===== src/sv/cia_pkg.sv =====
// Shared constants, opcodes and the pipeline transaction type of the complex integer ALU.
package cia_pkg;

	localparam int OPERAND_WIDTH = 16;
	localparam int RES_WIDTH     = 33;
	// Width of a product and of a divide numerator/denominator magnitude.
	localparam int NW            = 2 * OPERAND_WIDTH;
	// Width of a sum of two products.
	localparam int SW            = NW + 1;
	// Working width before reduction into the result fields.
	localparam int XW            = (SW > RES_WIDTH) ? SW : RES_WIDTH;
	// Input register, products, combine, one divider stage per quotient bit, output.
	localparam int LATENCY       = NW + 4;

	typedef enum logic [1:0] {
		OP_ADD = 2'd0,
		OP_SUB = 2'd1,
		OP_MUL = 2'd2,
		OP_DIV = 2'd3
	} cia_op_t;

	typedef struct packed {
		logic                 is_div;
		logic                 dz;
		logic                 neg_re;
		logic                 neg_im;
		logic [RES_WIDTH-1:0] res_re;
		logic [RES_WIDTH-1:0] res_im;
		logic [NW-1:0]        den;
		logic [NW-1:0]        nq_re;
		logic [NW-1:0]        nq_im;
		logic [NW-1:0]        rem_re;
		logic [NW-1:0]        rem_im;
	} cia_pkt_t;

endpackage


===== src/sv/cia_front.sv =====
// Front end: operand register, product stage and combine stage feeding the divider.
module cia_front (
	input  logic                                    clk,
	input  logic                                    arst_n,
	input  logic                                    accept,
	input  logic [1:0]                              op,
	input  logic signed [cia_pkg::OPERAND_WIDTH-1:0] a_re,
	input  logic signed [cia_pkg::OPERAND_WIDTH-1:0] a_im,
	input  logic signed [cia_pkg::OPERAND_WIDTH-1:0] b_re,
	input  logic signed [cia_pkg::OPERAND_WIDTH-1:0] b_im,
	output logic                                    vld,
	output cia_pkg::cia_pkt_t                       pkt
);
	import cia_pkg::*;

	localparam int W = OPERAND_WIDTH;

	logic                vld_s1, vld_s2, vld_s3;
	cia_op_t             op_s1, op_s2;
	logic signed [W-1:0] ar_s1, ai_s1, br_s1, bi_s1;
	logic signed [NW-1:0] prr_s2, pii_s2, pri_s2, pir_s2, brr_s2, bii_s2;
	logic signed [W:0]   as_re_s2, as_im_s2;
	cia_pkt_t            pkt_s3;

	logic signed [SW-1:0] sum_re, sum_im, abs_re, abs_im;
	logic signed [XW-1:0] mul_re, mul_im, as_re_x, as_im_x;
	logic [NW-1:0]        den;
	cia_pkt_t             pkt_d;

	// valid chain
	always_ff @(posedge clk or negedge arst_n) begin
		if (!arst_n) begin
			vld_s1 <= 1'b0;
			vld_s2 <= 1'b0;
			vld_s3 <= 1'b0;
		end else begin
			vld_s1 <= accept;
			vld_s2 <= vld_s1;
			vld_s3 <= vld_s2;
		end
	end

	// stage 1: hold operands
	always_ff @(posedge clk) begin
		op_s1 <= cia_op_t'(op);
		ar_s1 <= a_re;
		ai_s1 <= a_im;
		br_s1 <= b_re;
		bi_s1 <= b_im;
	end

	// stage 2: products and part-wise add/subtract
	always_ff @(posedge clk) begin
		op_s2  <= op_s1;
		prr_s2 <= NW'(ar_s1) * NW'(br_s1);
		pii_s2 <= NW'(ai_s1) * NW'(bi_s1);
		pri_s2 <= NW'(ar_s1) * NW'(bi_s1);
		pir_s2 <= NW'(ai_s1) * NW'(br_s1);
		brr_s2 <= NW'(br_s1) * NW'(br_s1);
		bii_s2 <= NW'(bi_s1) * NW'(bi_s1);
		if (op_s1 == OP_SUB) begin
			as_re_s2 <= (W+1)'(ar_s1) - (W+1)'(br_s1);
			as_im_s2 <= (W+1)'(ai_s1) - (W+1)'(bi_s1);
		end else begin
			as_re_s2 <= (W+1)'(ar_s1) + (W+1)'(br_s1);
			as_im_s2 <= (W+1)'(ai_s1) + (W+1)'(bi_s1);
		end
	end

	// stage 3: combine products, prepare the divide
	always_comb begin
		sum_re  = SW'(prr_s2) + SW'(pii_s2);
		sum_im  = SW'(pir_s2) - SW'(pri_s2);
		abs_re  = sum_re[SW-1] ? -sum_re : sum_re;
		abs_im  = sum_im[SW-1] ? -sum_im : sum_im;
		mul_re  = XW'(prr_s2) - XW'(pii_s2);
		mul_im  = XW'(pri_s2) + XW'(pir_s2);
		as_re_x = XW'(as_re_s2);
		as_im_x = XW'(as_im_s2);
		den     = $unsigned(brr_s2) + $unsigned(bii_s2);

		pkt_d        = '0;
		pkt_d.is_div = (op_s2 == OP_DIV);
		pkt_d.dz     = (op_s2 == OP_DIV) && (den == '0);
		pkt_d.neg_re = sum_re[SW-1];
		pkt_d.neg_im = sum_im[SW-1];
		pkt_d.den    = den;
		pkt_d.nq_re  = abs_re[NW-1:0];
		pkt_d.nq_im  = abs_im[NW-1:0];
		case (op_s2)
			OP_ADD, OP_SUB: begin
				pkt_d.res_re = as_re_x[RES_WIDTH-1:0];
				pkt_d.res_im = as_im_x[RES_WIDTH-1:0];
			end
			OP_MUL: begin
				pkt_d.res_re = mul_re[RES_WIDTH-1:0];
				pkt_d.res_im = mul_im[RES_WIDTH-1:0];
			end
			default: begin
				pkt_d.res_re = '0;
				pkt_d.res_im = '0;
			end
		endcase
	end

	always_ff @(posedge clk) begin
		pkt_s3 <= pkt_d;
	end

	assign vld = vld_s3;
	assign pkt = pkt_s3;

endmodule


===== config.mk =====
export PLATFORM = sky130hd
export DESIGN_NAME = cia_front
export DESIGN_NICKNAME = d
export VERILOG_FILES = /design/src/sv/cia_pkg.sv /design/src/sv/cia_front.sv
export SDC_FILE = /design/constraint.sdc
export NUM_CORES = 2
export LEC_CHECK = 0
export BUFFER_PORTS_ARGS = -buffer_cell sky130_fd_sc_hd__buf_2
export CAP_MARGIN = 20
export CORE_MARGIN = 2
export CORE_UTILIZATION = 50
export CTS_BUF_LIST = sky130_fd_sc_hd__clkbuf_4
export DETAILED_ROUTE_END_ITERATION = 6
export PLACE_DENSITY = 0.67
export SYNTH_ARGS = -nofsm -noshare
export SYNTH_HDL_FRONTEND = slang
export SYNTH_SLANG_ARGS = --single-unit

===== constraint.sdc =====
create_clock -name clk -period 9.07 [get_ports clk]
set_input_delay 1.814 -clock clk [delete_from_list [all_inputs] [get_ports clk]]
set_output_delay 1.814 -clock clk [all_outputs]
set_load 0.1 [all_outputs]

Word-level counts from Yosys, hierarchy flattened
Cells that the tools add are included.

Register bits after elaboration: 463. Word-level logic and storage cells: 56. Memories: 0. Memory bits (read-only): 0. Bits in latches: 0. Bits in writable memories: 0. Bits of input ports: 69.

Bitwise gates (word level): 0. Magnitude comparators: 0. Multiplexer cells: 5. $add $sub $neg: 11. Shift-type cells: 0. Equal/unequal tests: 4. Reduce and logical (&&, ||, !) cells: 4. Multiply operators: 6. Div/mod/pow operators: 0.

Operators by type and width (count): $mul A16 B16 Y32 (6); $pmux W66 S2 (1); $add A32 B32 Y33 (2); $sub A32 B32 Y33 (2); $mux W32 (2); $neg A32 Y32 (2); $add A16 B16 Y17 (2); $mux W17 (2); $sub A16 B16 Y17 (2); $add A32 B32 Y32 (1); $logic_not A32 Y1 (1); $eq A2 B1 Y1 const B (2); $eq A2 B2 Y1 const B (2); $logic_not A2 Y1 (1); $reduce_or A2 Y1 (1); $logic_and A1 B1 Y1 (1).

Logic depth before layout (Yosys ltp)
Word-level depth: 3. Gate-level depth with buffers: 29.

Worst setup path before layout
OpenSTA, ideal clock, no wires.

Kind: register to register. Start point: reg br_s1[8]. End point: reg prr_s2[31]. Data required time: 8.951 ns. Stages on the path, launching flop included: 29. Clock period less this slack: 6.979 ns. Path slack: 2.091 ns. Path buffers: 3. Arrival time: 6.860 ns. Path through: dfxtp_1 clkbuf_1 clkbuf_1 clkbuf_1 nand2_1 fa_1 inv_1 fa_1 inv_1 fa_1 inv_1 fa_1 fa_1 inv_1 fa_1 inv_1 ha_1 a21o_1 a21oi_1 o21bai_1 a221oi_1 o21ai_0 o41ai_1 o21ai_0 o31a_1 o21ai_0 a21oi_1 nor2_1 xnor2_1.

Cells in the longest elaborated chain, start to end: 1.

RTL lines: start, declared (RTL line cia_front.sv:20) `logic signed [W-1:0] ar_s1, ai_s1, br_s1, bi_s1;`; start signal, assigned (RTL line cia_front.sv:48) `br_s1 <= b_re;`; $mul A16 B16 Y32 (RTL line cia_front.sv:55) `prr_s2 <= NW'(ar_s1) * NW'(br_s1);`; end signal, assigned (RTL line cia_front.sv:55); end, declared (RTL line cia_front.sv:21) `logic signed [NW-1:0] prr_s2, pii_s2, pri_s2, pir_s2, brr_s2, bii_s2;`.

Every way passes these cells.

Worst setup path in the final report
Start point: reg br_s1[2]. End point: reg prr_s2[31].

The elaborated chain is that of the path after synthesis.

==> out/metrics.cfg <==
[global_routing]
gr-total-overflow = 0
vias_in_the_first_global_route = 61700
antenna_found_initial = 21
maximum_number_of_pins_on_one_net_before_global_route_repair = 46
grt.total_usage = 0.285
grt_first_pass_wirelength_um = 349000

[synthesis]
syn_area_per_cell_um2 = 9.15
synthDistinctLibCells = 97
top_area_cells_in_the_synthesized_netlist = sky130_fd_sc_hd__fa_1 (39%), sky130_fd_sc_hd__dfxtp_1 (12%), sky130_fd_sc_hd__ha_1 (11%)
post-synth-top-area-cell = sky130_fd_sc_hd__fa_1
synth-async-reset-ratio = 0.00651
syn_area_um2 = 78500
ys_seq_area_frac = 0.118
yosysWarnings = 0
cell_count_after_synthesis = 8580
yosys-top-cells-count = sky130_fd_sc_hd__inv_1 (1940), sky130_fd_sc_hd__fa_1 (1520), sky130_fd_sc_hd__nand2_1 (761)
synth_enable_flop_cells = 0
synth_top_flop_cell = sky130_fd_sc_hd__dfxtp_1
postSynthRegisterBits = 461
synth_largest_type_area_fraction = 0.388
synth.most_common_cell = sky130_fd_sc_hd__inv_1

[route]
routed_wire_length_per_instance_um = 20.2
ant_nets = 0
drcViolationCount = 0
drt_pass_1_iters = 6
drt_iter0_markers = 3717
routed-via-count = 57800
avgViaCountPerCell = 5.30
detail_route.wirelength_um = 220000

[flow_run]
max_cap_violations = 0

[critical_path]
critical-path-top-delay-family = adder cells
timing.critical_path.mode_cell = sky130_fd_sc_hd__fa_1
worst-endpoint-required_ns = 10.16
worst_setup_path_end_kind = flip-flop
timing.critical_path.from_type = flip-flop
crit_path_max_incr_delay_ns = 1.01
worstSetupPathType = flip-flop to flip-flop
crit_arrival_ns = 8.74
timing.critical_path.cells = nand2_1 -> fa_1 -> fa_1 -> inv_1 -> fa_1 -> fa_1 -> fa_1 -> inv_1 -> fa_1 -> inv_1 -> ha_1 -> a21o_1 -> a21oi_1 -> o21bai_1 -> a221oi_1 -> o21ai_0 -> o41ai_1 -> o21ai_0 -> o31a_1 -> o21ai_0 -> a21oi_1 -> nor2_1 -> xnor2_1
crit_fanout = 45
critPathSlowestCell = sky130_fd_sc_hd__dfxtp_2
worstPathBufferInverterCount = 3

[clock_tree]
cts_max_path_buffers = 3
clock_sink_count = 461
numCtsBuffers = 141
htree_num_levels = 4
post_cts.repair.setup_buffers = 0
cts_resized = 0
insertion_delay_ns = 1.26
tritoncts = built
path_clk_slew_ns = 0.08
ctsHoldBuffers = 0
cts-root-buf = sky130_fd_sc_hd__clkbuf_4

[status]
status = finished, final reports clean

[layout]
layout.nets = 11000
utilization = 0.534
final_layout_size_suffix_gt1_frac = 0.0746
area_growth_pct = 6.21

[floorplan]
ios = 300
coreArea_um2 = 156000
die_width_um = 400
fp.dieArea_um2 = 160000
row_count = 145
dieHeight_um = 400
floorplan.initialDensity = 0.503

[timing]
timing_max_transition_violations_final = 0
maxSlewHeadroom = 0.265
fmax_mhz = 131
post-route-period-util = 0.844
period_minus_slack_ns = 7.65
setup-tns-final_ns = 0
final-setup-viol-count = 0
timing.clock.skew_ns = 0.112
report.final.hold_viol_count = 0
rsz0062_at_grt = no
tightestPinTransition_ns = 1.10

[hold_path]
holdCritPathClass = flip-flop to flip-flop

[placed_design]
place_congestion = 0.930
io_buffer_count = 235
dp_hpwl_um = 179000

## cells by family (layout without fill, tap and decap cells)
| group | count (synthesis) | in the layout | synth area share |
|---|---|---|---|
| other | 1 | 82 | 0.0000478 |
| muxes | 8 | 8 | 0.00104 |
| xor gates and xnor gates | 477 | 477 | 0.0533 |
| AOI/OAI and AO/OA | 972 | 972 | 0.0811 |
| and+or+nand+nor | 2070 | 2070 | 0.129 |
| DFF | 461 | 461 | 0.118 |
| buffers and inverters | 2358 | 2538 | 0.116 |
| adders and majority gates | 2233 | 2233 | 0.501 |
## state kept, by name (all words and copies together), names as in the netlist
register  count
brr_s2       31
ai_s1        16
vld           1
br_s1        16
pkt         166
bi_s1        16
as_re_s2     17
op_s2         2
vld_s2        1
prr_s2       32
as_im_s2     17
op_s1         2
pii_s2       32
pir_s2       32
bii_s2       31
ar_s1        16
vld_s1        1
pri_s2       32
## per-layer routing
layer  routed length, um  part of all wire  GRT usage  up-vias
met5                  56           0.00025          0        -
met4               10600             0.048      0.120        8
met3               18000             0.082     0.0646      450
met2              101000              0.46      0.451     2125
met1               91000              0.41      0.376    29000
li1                    -                 -          -    26300
## cell type report
class | instances | area [um2]
Clock inverter | 51 | 309
Tap cell | 2058 | 2570
Clock buffer | 182 | 1370
Inverter | 1955 | 7340
Antenna cell | 18 | 45.0
Timing Repair Buffer | 350 | 2060
Sequential cell | 461 | 9290
Fill cell | 14400 | 72700
Multi-Input combinational cell | 5824 | 60400
## cells in the final DEF (no fill, tap or decap), drive strengths merged, types with 11 or more instances in the layout
master,count
fa,1520
a21oi,294
nand2,761
nor2,373
conb,64
o211ai,20
dfxtp,458
o31ai,29
nor3,73
a31o,13
a211o,12
nand2b,76
or4,13
and3,37
a21o,127
o21bai,47
xnor2,366
diode,18
xor2,111
nor2b,33
o21a,32
nand4,13
a22o,29
or3,24
a21boi,11
inv,1953
nor4,26
ha,713
a211oi,29
clkbuf,182
nand3,60
buf,350
o21ai,189
and2,519
a31oi,28
o41ai,17
or2,24
clkinv,49
nor3b,11
## metrics by stage
stage	instance area [um2]	worst slack [ns]	instances	hold slack [ns]
6_report	83300	1.42	10900	0.341
5_1_grt	83300	1.02	10900	0.280
4_1_cts	83300	1.48	10900	0.233
3_5_place_dp	81600	1.47	10600	0.346
3_3_place_gp	81600	1.55	10600	0.343
2_1_floorplan	78700	2.09	8643	0.331
## path summary, 6_finish.rpt
kind / start / to / slack, ns / cells after the start
max: br_s1[2]$_DFF_P_ / prr_s2[31]$_DFF_P_ / 1.42 / 23
min: vld_s2$_DFF_PN0_ / vld$_DFF_PN0_ / 0.34 / 0
min in group asynchronous: arst_n / vld$_DFF_PN0_ / 0.36 / 1
max in group asynchronous: arst_n / vld_s1$_DFF_PN0_ / 8.59 / 1
min reg2reg: vld_s2$_DFF_PN0_ / vld$_DFF_PN0_ / 0.34 / 0
max reg2reg: br_s1[2]$_DFF_P_ / prr_s2[31]$_DFF_P_ / 1.42 / 23
Power is left out: the tool's default activity adds up to more than one toggle a clock period on the data nets, which glitch-free logic cannot reach.
